`src/design/assert_macros.svh`:
```
// Assertion helpers, used by pending_tag_table.sv.
`ifndef ASSERT_MACROS_SVH
`define ASSERT_MACROS_SVH
`ifndef SYNTH
// Checked on every clock edge outside reset
`define PTH_ASSERT(lbl, prop, msg) \
  lbl: assert property (@(posedge clk) disable iff (!rst_n) (prop)) else $error(msg);
// Checked on every clock edge, reset included
`define PTH_ASSERT_ALWAYS(lbl, prop, msg) \
  lbl: assert property (@(posedge clk) (prop)) else $error(msg);
`else
`define PTH_ASSERT(lbl, prop, msg)
`define PTH_ASSERT_ALWAYS(lbl, prop, msg)
`endif
`endif

```
`src/design/pth_pkg.sv`:
```
package pth_pkg;

  // Outcome codes of a delete attempt
  localparam logic [2:0] ST_DEL_EVENT = 3'd0;
  localparam logic [2:0] ST_DEL_ALARM = 3'd1;
  localparam logic [2:0] ST_BAD_REF   = 3'd2;
  localparam logic [2:0] ST_ABSENT    = 3'd3;
  localparam logic [2:0] ST_KEPT      = 3'd4;
  localparam logic [2:0] ST_DUPLICATE = 3'd5;

  // Action codes
  localparam logic ACT_INGEST = 1'b0;
  localparam logic ACT_ACK    = 1'b1;

  typedef struct packed {
    logic        action;
    logic [15:0] tag_id;
    logic [15:0] ref_time;
    logic [15:0] now_time;
    logic [15:0] dup_seq;
    logic        is_alarm;
    logic        force_delete;
    logic        goes_global;
  } pth_in_t;

  typedef struct packed {
    logic [2:0] delete_status;
    logic       inserted;
    logic [3:0] alarm_count;
    logic [3:0] event_count;
  } pth_out_t;

  // One stored report
  typedef struct packed {
    logic [15:0] tag;
    logic [15:0] ref_time;
    logic [15:0] dup;
    logic        alarm;
  } pth_entry_t;

endpackage

```
`src/design/pth_ram.sv`:
```
module pth_ram import pth_pkg::*; #(
  parameter int WIDTH = 49,
  parameter int DEPTH = 12
) (
  input  logic                                     clk,
  input  logic                                     we,
  input  logic [((DEPTH > 1) ? $clog2(DEPTH) : 1)-1:0] waddr,
  input  logic [WIDTH-1:0]                         wdata,
  input  logic                                     re,
  input  logic [((DEPTH > 1) ? $clog2(DEPTH) : 1)-1:0] raddr,
  output logic [WIDTH-1:0]                         rdata
);

  logic [WIDTH-1:0] mem_r [DEPTH];
  logic [WIDTH-1:0] rdata_r;

  // single write port, registered read port
  always_ff @(posedge clk) begin
    if (we) begin
      mem_r[waddr] <= wdata;
    end
    if (re) begin
      rdata_r <= mem_r[raddr];
    end
  end

  assign rdata = rdata_r;

endmodule

```
`src/design/pending_tag_table.sv`:
```
// Pending tag table: holds reports not yet confirmed by the master.
// Input channel: drive in_data and raise start; the beat is taken on a
// rising edge with start high and busy low. busy falls in the cycle that
// carries the result, so the next beat can be taken on the edge that takes
// the result; a new item is not taken before the last one's result.
// Result channel: out_valid is high for exactly one cycle with out_data
// (delete status, inserted flag, alarm and event counts after the item).
// The receiver cannot hold results off; it must take the beat as shown.
// Configuration: cfg_we with cfg_wdata writes is_master; write only while
// busy is low.
// Scan: entries live in a RAM with a registered read port and are
// scanned one slot a cycle from slot 0, stopping at the first slot that
// holds the tag or, if none does, at slot CAPACITY-1; the slot where the
// scan stops sets how long an item takes from accept to result.
// Reset (rst_n low, synchronous) clears the valid bits, both counts, the
// master flag and the control state; stored entries need no clearing.
`include "assert_macros.svh"

module pending_tag_table import pth_pkg::*; #(
  parameter int CAPACITY = 12
) (
  input  logic     clk,
  input  logic     rst_n,
  input  logic     start,
  output logic     busy,
  input  pth_in_t  in_data,
  output logic     out_valid,
  output pth_out_t out_data,
  input  logic     cfg_we,
  input  logic     cfg_wdata
);

  localparam int IW = (CAPACITY > 1) ? $clog2(CAPACITY) : 1;
  localparam int CW = $clog2(CAPACITY + 1);
  localparam logic [IW-1:0] LAST = IW'(CAPACITY - 1);

  localparam logic [1:0] S_IDLE = 2'd0;
  localparam logic [1:0] S_SCAN = 2'd1;
  localparam logic [1:0] S_FIN  = 2'd2;

  logic [1:0]          state_r, state_nxt;
  pth_in_t             item_r;
  logic                is_master_r;
  logic [CAPACITY-1:0] valid_r;
  logic [CW-1:0]       alarms_r;
  logic [CW-1:0]       events_r;
  logic [IW-1:0]       rd_idx_r;
  logic                rd_done_r;
  logic                cmp_vld_r;
  logic [IW-1:0]       cmp_idx_r;
  logic [2:0]          status_r;
  logic                out_valid_r;
  pth_out_t            out_r;

  logic                accept;
  logic                rd_en;
  pth_entry_t          rd_entry;
  logic [$bits(pth_entry_t)-1:0] rd_word;
  logic                hit;
  logic                scan_end;
  logic [2:0]          hit_status;
  logic [15:0]         eff_ref;
  logic                eff_force;
  logic [IW-1:0]       free_idx;
  logic                free_any;
  logic [CW:0]         held_sum;
  logic                do_insert;
  pth_entry_t          new_entry;

  assign accept = start && !busy;
  assign busy   = (state_r != S_IDLE);

  // entry store
  assign rd_en = (state_r == S_SCAN) && !rd_done_r;

  pth_ram #(
    .WIDTH ($bits(pth_entry_t)),
    .DEPTH (CAPACITY)
  ) u_ram (
    .clk   (clk),
    .we    (do_insert),
    .waddr (free_idx),
    .wdata (new_entry),
    .re    (rd_en),
    .raddr (rd_idx_r),
    .rdata (rd_word)
  );

  assign rd_entry = pth_entry_t'(rd_word);

  // ingest deletes with reference 0 and forces on alarms
  assign eff_ref   = (item_r.action == ACT_ACK) ? item_r.ref_time : 16'd0;
  assign eff_force = (item_r.action == ACT_ACK) ? item_r.force_delete : item_r.is_alarm;

  // compare the slot read last cycle
  assign hit      = cmp_vld_r && valid_r[cmp_idx_r] && (rd_entry.tag == item_r.tag_id);
  assign scan_end = cmp_vld_r && (hit || (cmp_idx_r == LAST));

  always_comb begin
    if (eff_ref != 16'd0 && rd_entry.ref_time != eff_ref) begin
      hit_status = ST_BAD_REF;
    end else if (eff_ref == 16'd0 && rd_entry.dup == item_r.dup_seq) begin
      hit_status = ST_DUPLICATE;
    end else if (!rd_entry.alarm) begin
      hit_status = ST_DEL_EVENT;
    end else if (!eff_force) begin
      hit_status = ST_KEPT;
    end else begin
      hit_status = ST_DEL_ALARM;
    end
  end

  // lowest free slot
  always_comb begin
    free_idx = '0;
    free_any = 1'b0;
    for (int i = CAPACITY - 1; i >= 0; i--) begin
      if (!valid_r[i]) begin
        free_idx = IW'(i);
        free_any = 1'b1;
      end
    end
  end

  assign held_sum = {1'b0, alarms_r} + {1'b0, events_r};

  assign do_insert = (state_r == S_FIN) && (item_r.action == ACT_INGEST) &&
                     (status_r != ST_KEPT) && (status_r != ST_DUPLICATE) &&
                     !is_master_r && item_r.goes_global && item_r.is_alarm &&
                     (held_sum < (CW+1)'(CAPACITY)) && free_any;

  assign new_entry = '{tag: item_r.tag_id, ref_time: item_r.now_time,
                       dup: item_r.dup_seq, alarm: 1'b1};

  // sequencer
  always_comb begin
    state_nxt = state_r;
    case (state_r)
      S_IDLE: if (accept) state_nxt = S_SCAN;
      S_SCAN: if (scan_end) state_nxt = S_FIN;
      S_FIN:  state_nxt = S_IDLE;
      default: state_nxt = S_IDLE;
    endcase
  end

  always_ff @(posedge clk) begin
    if (!rst_n) begin
      state_r     <= S_IDLE;
      is_master_r <= 1'b0;
      valid_r     <= '0;
      alarms_r    <= '0;
      events_r    <= '0;
      rd_done_r   <= 1'b0;
      cmp_vld_r   <= 1'b0;
      out_valid_r <= 1'b0;
    end else begin
      state_r     <= state_nxt;
      out_valid_r <= (state_r == S_FIN);
      if (cfg_we) begin
        is_master_r <= cfg_wdata;
      end

      // scan pointer
      if (accept) begin
        rd_done_r <= 1'b0;
        cmp_vld_r <= 1'b0;
      end else if (state_r == S_SCAN) begin
        if (!rd_done_r) begin
          rd_done_r <= (rd_idx_r == LAST);
        end
        cmp_vld_r <= rd_en && !scan_end;
      end

      // delete on a hit with a delete status
      if (state_r == S_SCAN && hit) begin
        if (hit_status == ST_DEL_EVENT) begin
          valid_r[cmp_idx_r] <= 1'b0;
          if (events_r != '0) events_r <= events_r - 1'b1;
        end else if (hit_status == ST_DEL_ALARM) begin
          valid_r[cmp_idx_r] <= 1'b0;
          if (alarms_r != '0) alarms_r <= alarms_r - 1'b1;
        end
      end

      // store a new alarm
      if (do_insert) begin
        valid_r[free_idx] <= 1'b1;
        alarms_r          <= alarms_r + 1'b1;
      end
    end
  end

  // payload registers
  always_ff @(posedge clk) begin
    if (accept) begin
      item_r   <= in_data;
      rd_idx_r <= '0;
    end else if (rd_en && rd_idx_r != LAST) begin
      rd_idx_r <= rd_idx_r + 1'b1;
    end
    if (rd_en) begin
      cmp_idx_r <= rd_idx_r;
    end
    if (scan_end) begin
      status_r <= hit ? hit_status : ST_ABSENT;
    end
    if (state_r == S_FIN) begin
      out_r.delete_status <= status_r;
      out_r.inserted      <= do_insert;
      out_r.alarm_count   <= 4'(do_insert ? alarms_r + 1'b1 : alarms_r);
      out_r.event_count   <= 4'(events_r);
    end
  end

  assign out_valid = out_valid_r;
  assign out_data  = out_r;

  // checks
  `PTH_ASSERT(a_cnt_match, $countones(valid_r) == int'(held_sum), "counts disagree with valid bits")
  `PTH_ASSERT(a_cnt_cap, held_sum <= (CW+1)'(CAPACITY), "table holds more than capacity")
  `PTH_ASSERT(a_out_after_fin, out_valid |-> $past(state_r == S_FIN), "result without finish step")
  `PTH_ASSERT(a_busy_after_accept, accept |=> busy, "accepted item did not raise busy")

endmodule

```
`config.mk`:
```
export PLATFORM = sky130hd
export DESIGN_NAME = pending_tag_table
export DESIGN_NICKNAME = d
export VERILOG_FILES = /design/src/design/pth_pkg.sv /design/src/design/pth_ram.sv /design/src/design/pending_tag_table.sv
export VERILOG_INCLUDE_DIRS = /design/src /design/src/design
export SDC_FILE = /design/constraint.sdc
export NUM_CORES = 1
export LEC_CHECK = 0
export ABC_AREA = 1
export BUFFER_PORTS_ARGS = -buffer_cell sky130_fd_sc_hd__clkbuf_2
export CAP_MARGIN = 20
export CORE_AREA = 2 2 233 235
export CTS_CLUSTER_SIZE = 10
export DETAILED_ROUTE_END_ITERATION = 8
export DIE_AREA = 0 0 235 237
export PLACE_DENSITY = 0.82
export SLEW_MARGIN = 20
export SYNTH_ARGS = -nofsm -noshare
export SYNTH_HDL_FRONTEND = slang
export SYNTH_SLANG_ARGS = --single-unit
```
`constraint.sdc`:
```
create_clock -name clk -period 3.35 [get_ports clk]
set_input_delay 0.1675 -clock clk [delete_from_list [all_inputs] [get_ports clk]]
set_output_delay 0.1675 -clock clk [all_outputs]
set_load 0.1 [all_outputs]
```
==> implementation parameters, run 1 <==
Parameter                              Value

Run status
  Run status ... completed

Worst setup path
  Slowest cell on the critical path ... sky130_fd_sc_hd__dfxtp_1
  Nature of the critical path endpoint ... flip-flop
  Data arrival time of the critical path ... 3.49 ns
  Cell repeated most along the worst path ... sky130_fd_sc_hd__inv_2
  Biggest fanout along the worst timing path ... 38
  Max stage delay on crit path ... about 0.34 ns
  Sort of element at the start of the critical path ... flip-flop
  Kind of critical path ... flip-flop to flip-flop
  Cell family contributing the most delay on the critical path ... simple AND/OR/NAND/NOR gates
  Timing startpoint of the critical path ... alarms_r[1]
  Critical path cell sequence ... ha_1 > nand3_1 > nand2_1 > o21ai_0 > nor2_1 > nor2_4 > inv_2 > nor3_2 > nand4_1 > inv_2 > buf_12
  WP buf/inv ... 3
  RR Startpoint ... alarms_r[1]
  Required arrival time at the worst endpoint ... 3.63 ns

Clocking
  Clk Latency, worst-skew pair ... 0.62 ns
  Clock root buffer master ... sky130_fd_sc_hd__clkbuf_16
  CTS clock-pin slew for the worst setup and hold paths ... ~0.06 ns
  Maximum clock path buffer count ... 3
  Total clock sinks ... 741
  Number of buffers added by the clock tree synthesis step ... 84
  CTS tree ... built
  H-Tree Level Count ... 3

Timing
  Total negative setup slack ... 0 ns
  Setup repair after global routing missed its margin ... false
  Setup violations, final ... 0
  Slew @ Worst Pin ... 0.849 ns
  Highest achievable clock rate ... 311 MHz
  Clock Skews ... roughly 0.026 ns
  Worst max-slew margin expressed relative to the limit ... roughly 43%
  Final Hold Slack ... 0.0250 ns
  Final Slew Violations ... 0
  Count of endpoints failing hold in the final timing report ... 0
  Final clock period utilization by the worst path ... a little over nine tenths
  Fin crit period ... 3.22 ns
  Setup slack of the critical path after layout ... roughly 0.13 ns

Pwr
  Net switching fraction of the power ... 24.0%
  P_sw ... 4.96 mW
  Power consumption ... 20.6 mW
  Design internal power ... 15.7 mW
  Power density over the cells ... 605 nW/µm²
  Share of power burned in the clock network ... 38.5%
  Worst vdd rail ir drop ... 0.470 mV
  Comb pwr share ... 10.1%
  Power share of the sequential group ... 51.4%
  Leak ... 11.9 nW

Route
  Average via count per standard cell ... 6.11
  Number of nets with antenna violations after detailed routing ... 0
  Sum of routed wire length over all layers ... 73900 µm
  Detailed-route wire length per cell ... around 22 µm
  Drt first pass iters ... 6
  Via count ... between 20000 and 25000
  Initial DRC Count ... 2622
  Post-detailed-route DRC marker count ... 0

Global routing
  Layer with the highest usage after global routing ... met2
  Maximum number of pins on one net before global-route repair ... around 120
  First-pass GRT wire length ... 113000 µm
  Leftover overflow at the end of global routing ... 0
  Total routing resource utilization after global routing ... 26.4%
  Antenna violations before repair ... 2
  Global routing usage on met3 ... 6.28%
  Met2 usage in global routing ... 43.2%
  Vias in the first global route ... 20000
  GR Layer Usage met1 ... between 30% and 40%

Layout
  Final instance area ... 34100 µm²
  Final core utilization ... a little under two thirds
  Syn-to-layout area delta ... 15.3%
  Number of nets in the final layout ... 2659
  Fraction of final layout cells with drive strength greater than 1 ... 10.5%
  Diodes inserted ... 0
  Post-layout instance count excluding filler cells ... 3296

Yosys
  Mean post-synth cell area ... 12.3 µm²
  Number of standard cells after synthesis ... 2400
  Netlist area before placement ... 29600 µm²
  Register area share after synthesis ... 74.2%
  Post-synthesis sequential element count ... 741
  Syn Nets ... 2482
  Warnings, synthesis ... 0
  Number of library cell types mapped by synthesis ... 35

Placed design
  Pre-CTS setup slack ... 0.267 ns
  Post-placement cell count ... ~3100
  Count of port buffers added during placement ... 86
  Post-DP Area ... 31100 µm²
  DP Wirelength ... approximately 42000 µm
  Weighted congestion reported at the end of routability-driven placement ... approximately 0.9

Hold path
  Class of the most critical hold timing path ... primary input to flip-flop
  Critical hold path startpoint ... start

Floorplan
  Die Y ... roughly 240 µm
  DIE AREA ... about 56000 µm²
  Chip width ... 235 µm
  Effective utilization at floorplan ... 55.5%
  Area of the placeable core ... 53300 µm²
  IO Pins ... 87
  Cell Rows ... 85

Run
  Max-Cap Viols ... 0
-- final cells by class --
type / count / area, µm²
Inverter: 119 / 455
Fill cell: 3609 / 19200
Clock buffer: 107 / 2250
Timing Repair Buffer: 217 / 1890
Sequential cell: 741 / 22000
Multi-Input combinational cell: 1414 / 6640
Tap cell: 696 / 871
Clock inverter: 2 / 13.8
-- kinds of logic (layout without fill, tap and decap cells) --
group	after synthesis	count (layout)	share of synthesized area, %
AND/OR/NAND/NOR	839	839	11.3
flip-flops	741	741	74.2
AO/OA/AOI/OAI	546	546	10.2
buffers and inverters	245	445	3.35
XOR/XNOR	20	20	0.592
adder cells (fa/ha/maj)	9	9	0.381
-- synthesized netlist by cell type, drive strengths merged --
cell | number | area, µm²
a211oi | 31 | 233
a21o | 1 | 7.51
a21oi | 60 | 300
a31oi | 33 | 206
and2 | 2 | 12.5
and3 | 1 | 6.26
buf | 36 | 206
clkbuf | 90 | 338
clkinv | 2 | 7.51
dfxtp | 30 | 601
edfxtp | 711 | 21400
ha | 9 | 113
inv | 117 | 439
nand2 | 261 | 995
nand3 | 35 | 185
nand3b | 5 | 37.5
nand4 | 12 | 75.1
nor2 | 509 | 1950
nor3 | 10 | 55.1
o211ai | 1 | 7.51
o21ai | 337 | 1690
o21bai | 1 | 7.51
o221ai | 17 | 149
o22ai | 65 | 407
or2 | 4 | 25.0
xnor2 | 12 | 105
xor2 | 8 | 70.1
-- per-layer routing --
layer	routed length (µm)	share of wire [%]	vias to the layer above
met3	8910	12	243
met5	46	0.062	-
met2	35600	48	1416
met4	2820	3.8	4
met1	26500	36	9587
li1	-	-	8889
-- cell usage in the layout, fill, tap and decap left out, types with 3 or more instances in the layout --
cell,n
sky130_fd_sc_hd__clkbuf_1,20
sky130_fd_sc_hd__clkbuf_16,87
sky130_fd_sc_hd__ha_1,9
sky130_fd_sc_hd__a211oi_1,31
sky130_fd_sc_hd__or2_2,4
sky130_fd_sc_hd__xor2_1,8
sky130_fd_sc_hd__dfxtp_4,3
sky130_fd_sc_hd__nand4_1,12
sky130_fd_sc_hd__clkbuf_2,86
sky130_fd_sc_hd__o21ai_1,9
sky130_fd_sc_hd__dfxtp_1,26
sky130_fd_sc_hd__buf_12,24
sky130_fd_sc_hd__a31oi_1,33
sky130_fd_sc_hd__o21ai_0,328
sky130_fd_sc_hd__nand2_2,6
sky130_fd_sc_hd__nor2_1,503
sky130_fd_sc_hd__edfxtp_1,711
sky130_fd_sc_hd__nand3_1,33
sky130_fd_sc_hd__buf_4,36
sky130_fd_sc_hd__o22ai_1,65
sky130_fd_sc_hd__o221ai_1,17
sky130_fd_sc_hd__dlygate4sd3_1,71
sky130_fd_sc_hd__nand3b_1,5
sky130_fd_sc_hd__nor2_4,6
sky130_fd_sc_hd__inv_1,102
sky130_fd_sc_hd__inv_2,12
sky130_fd_sc_hd__a21oi_1,60
sky130_fd_sc_hd__nor3_1,9
sky130_fd_sc_hd__nand2_1,255
sky130_fd_sc_hd__xnor2_1,12
-- tightest hold or removal path, stage by stage --
cell and delay [ns]:
sky130_fd_sc_hd__clkbuf_2 0.08, sky130_fd_sc_hd__nand2_1 0.23, sky130_fd_sc_hd__a21oi_1 0.11
-- power by group through the flow --
stage	logic, mW	registers [mW]	clock network, mW
2_1_floorplan	1.31	10.7	0
3_3_place_gp	1.86	10.8	0
3_5_place_dp	1.94	10.8	0
4_1_cts	2.05	10.6	7.99
5_1_grt	2.27	10.6	8.35
6_report	2.08	10.6	7.94
-- final timing paths --
check | endpoint | slack (ns) | cells past startpoint
hold / removal | state_r[0] | 0.03 | 3
setup / recovery | u_ram.mem_r[11][46] | 0.13 | 11
hold reg to reg | out_data[9] | 0.42 | 0
setup reg to reg | u_ram.mem_r[11][46] | 0.13 | 11
-- registers in the layout, summed over array words and instances (netlist names) --
| name | flops |
|---|---|
| u_ram.mem_r | 576 |
| item_r | 68 |
| u_ram.rdata | 48 |
| out_data | 12 |
| valid_r | 12 |
| alarms_r | 4 |
| cmp_idx_r | 4 |
| events_r | 4 |
| rd_idx_r | 4 |
| status_r | 3 |
| state_r | 2 |
| cmp_vld_r | 1 |
| is_master_r | 1 |
| out_valid | 1 |
| rd_done_r | 1 |
-- timing repair --
| item | in CTS | in global routing |
|---|---|---|
| resized for setup | 0 | 0 |
| setup buffers | 0 | 0 |
| hold endpoints to repair | 77 | 0 |
| hold buffers | 71 | 0 |
| setup endpoints to repair | 0 | 0 |
No activity file was read; power rests on OpenSTA's default activity.
==> inputs of run 2 (changes only) <==
--- a/config.mk
+++ b/config.mk
@@ -7,12 +7,12 @@
 export NUM_CORES = 1
 export LEC_CHECK = 0
 export ABC_AREA = 1
-export BUFFER_PORTS_ARGS = -buffer_cell sky130_fd_sc_hd__clkbuf_2
 export CAP_MARGIN = 20
-export CORE_AREA = 2 2 233 235
+export CORE_AREA = 2 2 231 233
 export CTS_CLUSTER_SIZE = 10
 export DETAILED_ROUTE_END_ITERATION = 8
-export DIE_AREA = 0 0 235 237
+export DIE_AREA = 0 0 233 235
+export DONT_BUFFER_PORTS = 1
 export PLACE_DENSITY = 0.82
 export SLEW_MARGIN = 20
 export SYNTH_ARGS = -nofsm -noshare
==> implementation parameters, run 2 (synthesis results as in run 1) <==
Parameter                              Value

Run status
  Run status ... completed

Clocking
  H-Tree Level Count ... 3 (unchanged)
  CTS clock-pin slew for the worst setup and hold paths ... 0.05 ns (about the same)
  Clock root buffer master ... sky130_fd_sc_hd__clkbuf_16
  Number of gates resized after cts ... 0 (unchanged)
  Clk Latency, worst-skew pair ... 0.64 ns (+0.02 ns)
  Number of buffers added by the clock tree synthesis step ... 85 (+1.2%)
  CTS tree ... built
  Maximum clock path buffer count ... 3 (unchanged)
  Total clock sinks ... 741 (unchanged)

Worst setup path
  Sort of element at the start of the critical path ... flip-flop
  RR Startpoint ... alarms_r[3]
  R2r setup slk ... 0.41 ns (+0.27 ns)
  Biggest fanout along the worst timing path ... 27 (-29%)
  Kind of critical path ... flip-flop to flip-flop
  Nature of the critical path endpoint ... flip-flop
  Required arrival time at the worst endpoint ... 3.60 ns (-0.03 ns)
  Data arrival time of the critical path ... 3.19 ns (-0.30 ns)
  Timing startpoint of the critical path ... alarms_r[3]

Layout
  Final core utilization ... 64.4% (+0.42 points)
  Post-layout instance count excluding filler cells ... 3199 (-2.9%)
  Fraction of final layout cells with drive strength greater than 1 ... 7.37% (-3.2 points)
  Register with the most flip-flops ... u_ram.mem_r
  Number of nets in the final layout ... 2565 (-3.5%)
  Fill cells ... 3516 (-2.6%)
  Most frequent cells in the layout ... sky130_fd_sc_hd__edfxtp_1, sky130_fd_sc_hd__nor2_1, sky130_fd_sc_hd__o21ai_0
  Syn-to-layout area delta ... 13.7%
  Diodes inserted ... 0 (unchanged)
  Flip-flop count of the largest register after layout ... 576 (unchanged)
  Most common cell after layout, fill and taps aside ... sky130_fd_sc_hd__edfxtp_1

Global routing
  Vias in the first global route ... 19000 (-5.1%)
  First-pass GRT wire length ... 108000 µm (-4.4%)
  Leftover overflow at the end of global routing ... 0 (unchanged)
  Total routing resource utilization after global routing ... 26.0% (-0.42 points)
  Antenna violations before repair ... 0 (-2)
  Maximum number of pins on one net before global-route repair ... 109 (-8.4%)

Pwr
  P_sw ... 5.03 mW (+1.4%)
  Power consumption ... 20.9 mW (+1.3%)
  Share of power burned in the clock network ... 39.9% (+1.4 points)
  Net switching fraction of the power ... 24.0% (about the same)
  Design internal power ... 15.9 mW (+1.3%)
  Worst vdd rail ir drop ... 0.349 mV (-26%)
  Power share of the sequential group ... 50.7% (-0.7 points)
  Comb pwr share ... 9.4% (-0.7 points)
  Leak ... 11.5 nW (-3.0%)
  Power density over the cells ... 622 nW/µm² (+2.7%)

Route
  Post-detailed-route DRC marker count ... 0 (unchanged)
  Drt first pass iters ... 7 (+1)
  Initial DRC Count ... 2540 (-3.1%)
  Sum of routed wire length over all layers ... 71200 µm (-3.6%)
  Average via count per standard cell ... 6.04 (-1.2%)
  Detailed-route wire length per cell ... 22.3 µm (-0.65%)
  Via count ... 19300 (-4.1%)
  Number of nets with antenna violations after detailed routing ... 0 (unchanged)

Floorplan
  Area of the placeable core ... 52200 µm² (-2.0%)
  Effective utilization at floorplan ... 56.6% (+1.1 points)
  IO Pins ... 87 (unchanged)
  Cell Rows ... 84 (-1.2%)
  DIE AREA ... 54800 µm² (-1.7%)
  Die Y ... 235 µm (-0.84%)
  Chip width ... 233 µm (-0.85%)

Timing
  Setup slack of the critical path after layout ... 0.408 ns (+0.274 ns)
  Final clock period utilization by the worst path ... 87.8% (-8.2 points)
  Fin crit period ... 2.94 ns (-0.274 ns)
  Slew @ Worst Pin ... 1.08 ns (+0.235 ns)
  Clock Skews ... 0.0262 ns (-0.000219 ns)
  Count of endpoints failing hold in the final timing report ... 0 (unchanged)
  Highest achievable clock rate ... 340 MHz (+9.3%)
  Setup repair after global routing missed its margin ... false
  Total negative setup slack ... 0 ns (unchanged)
  Worst max-slew margin expressed relative to the limit ... 27.7% (-16 points)
  Setup violations, final ... 0 (unchanged)
  Final Slew Violations ... 0 (unchanged)

Placed design
  DP Wirelength ... 39500 µm (-5.9%)
  Count of port buffers added during placement ... 0 (-100%)
  Weighted congestion reported at the end of routability-driven placement ... 0.853 (-6.7%)
  Pre-CTS setup slack ... 0.450 ns (+0.183 ns)
  Post-placement cell count ... 3012 (-3.3%)

Run
  Max-Cap Viols ... 0 (unchanged)

Hold path
  Critical hold path startpoint ... in_data[6]
  Class of the most critical hold timing path ... primary input to flip-flop
[run 2: worst max-delay path, stage by stage (launching register included)]
cell and delay, ns:
sky130_fd_sc_hd__dfxtp_1 0.35, sky130_fd_sc_hd__ha_1 0.33, sky130_fd_sc_hd__or2_2 0.27, sky130_fd_sc_hd__o21ai_0 0.08, sky130_fd_sc_hd__nor2_1 0.11, sky130_fd_sc_hd__nor2_4 0.26, sky130_fd_sc_hd__inv_2 0.19, sky130_fd_sc_hd__nor3_2 0.25
sky130_fd_sc_hd__nand3_1 0.18, sky130_fd_sc_hd__inv_2 0.10, sky130_fd_sc_hd__buf_4 0.43
[run 2: layer usage]
layer / vias to the layer above / track usage [%] / routed length [µm]
met4: 0 / 10.0 / 2050
met5: - / 0 / 0
met2: 1273 / 41.6 / 34400
met1: 9195 / 35.7 / 26800
li1: 8706 / - / -
met3: 142 / 4.78 / 8000
[run 2: area by class of cell]
cell class              count  area, µm²  area share (%)
repair buffers            122       1300            3.85
well taps                 688        861            2.56
clock inverters            10        188           0.558
inverters                 119        455            1.35
flip-flops and latches    741      22000            65.3
clock buffers             105       2230            6.64
multi-input cells        1414       6640            19.7
[run 2: path summary, 6_finish.rpt]
kind | endpoint | cells after the start
worst max-delay path | u_ram.mem_r[10][33] | 10
worst min-delay path | item_r[6] | 1
worst max register to register | u_ram.mem_r[10][33] | 10
worst min register to register | out_data[9] | 0
[run 2: per-stage QoR]
stage	hold slack, ns	instance area, µm²
after floorplan	0.262	29600
after global placement	0.263	30500
after detailed placement	0.266	30500
after CTS	0.125	33600
after global routing	0.149	33600
final	0.155	33600
[run 2: power by group through the flow]
stage	combinational (mW)	clock, mW	sequential [mW]
after global routing	2.18	8.78	10.6
after CTS	1.95	8.40	10.6
after detailed placement	1.85	0	10.8
final	1.98	8.34	10.6
after global placement	1.77	0	10.8
after floorplan	1.31	0	10.7
[run 2: timing repair]
item / 4_1_cts / 5_1_grt
hold buffers: 72 / 0
hold endpoints to repair: 98 / 0
buffers inserted: 0 / 0
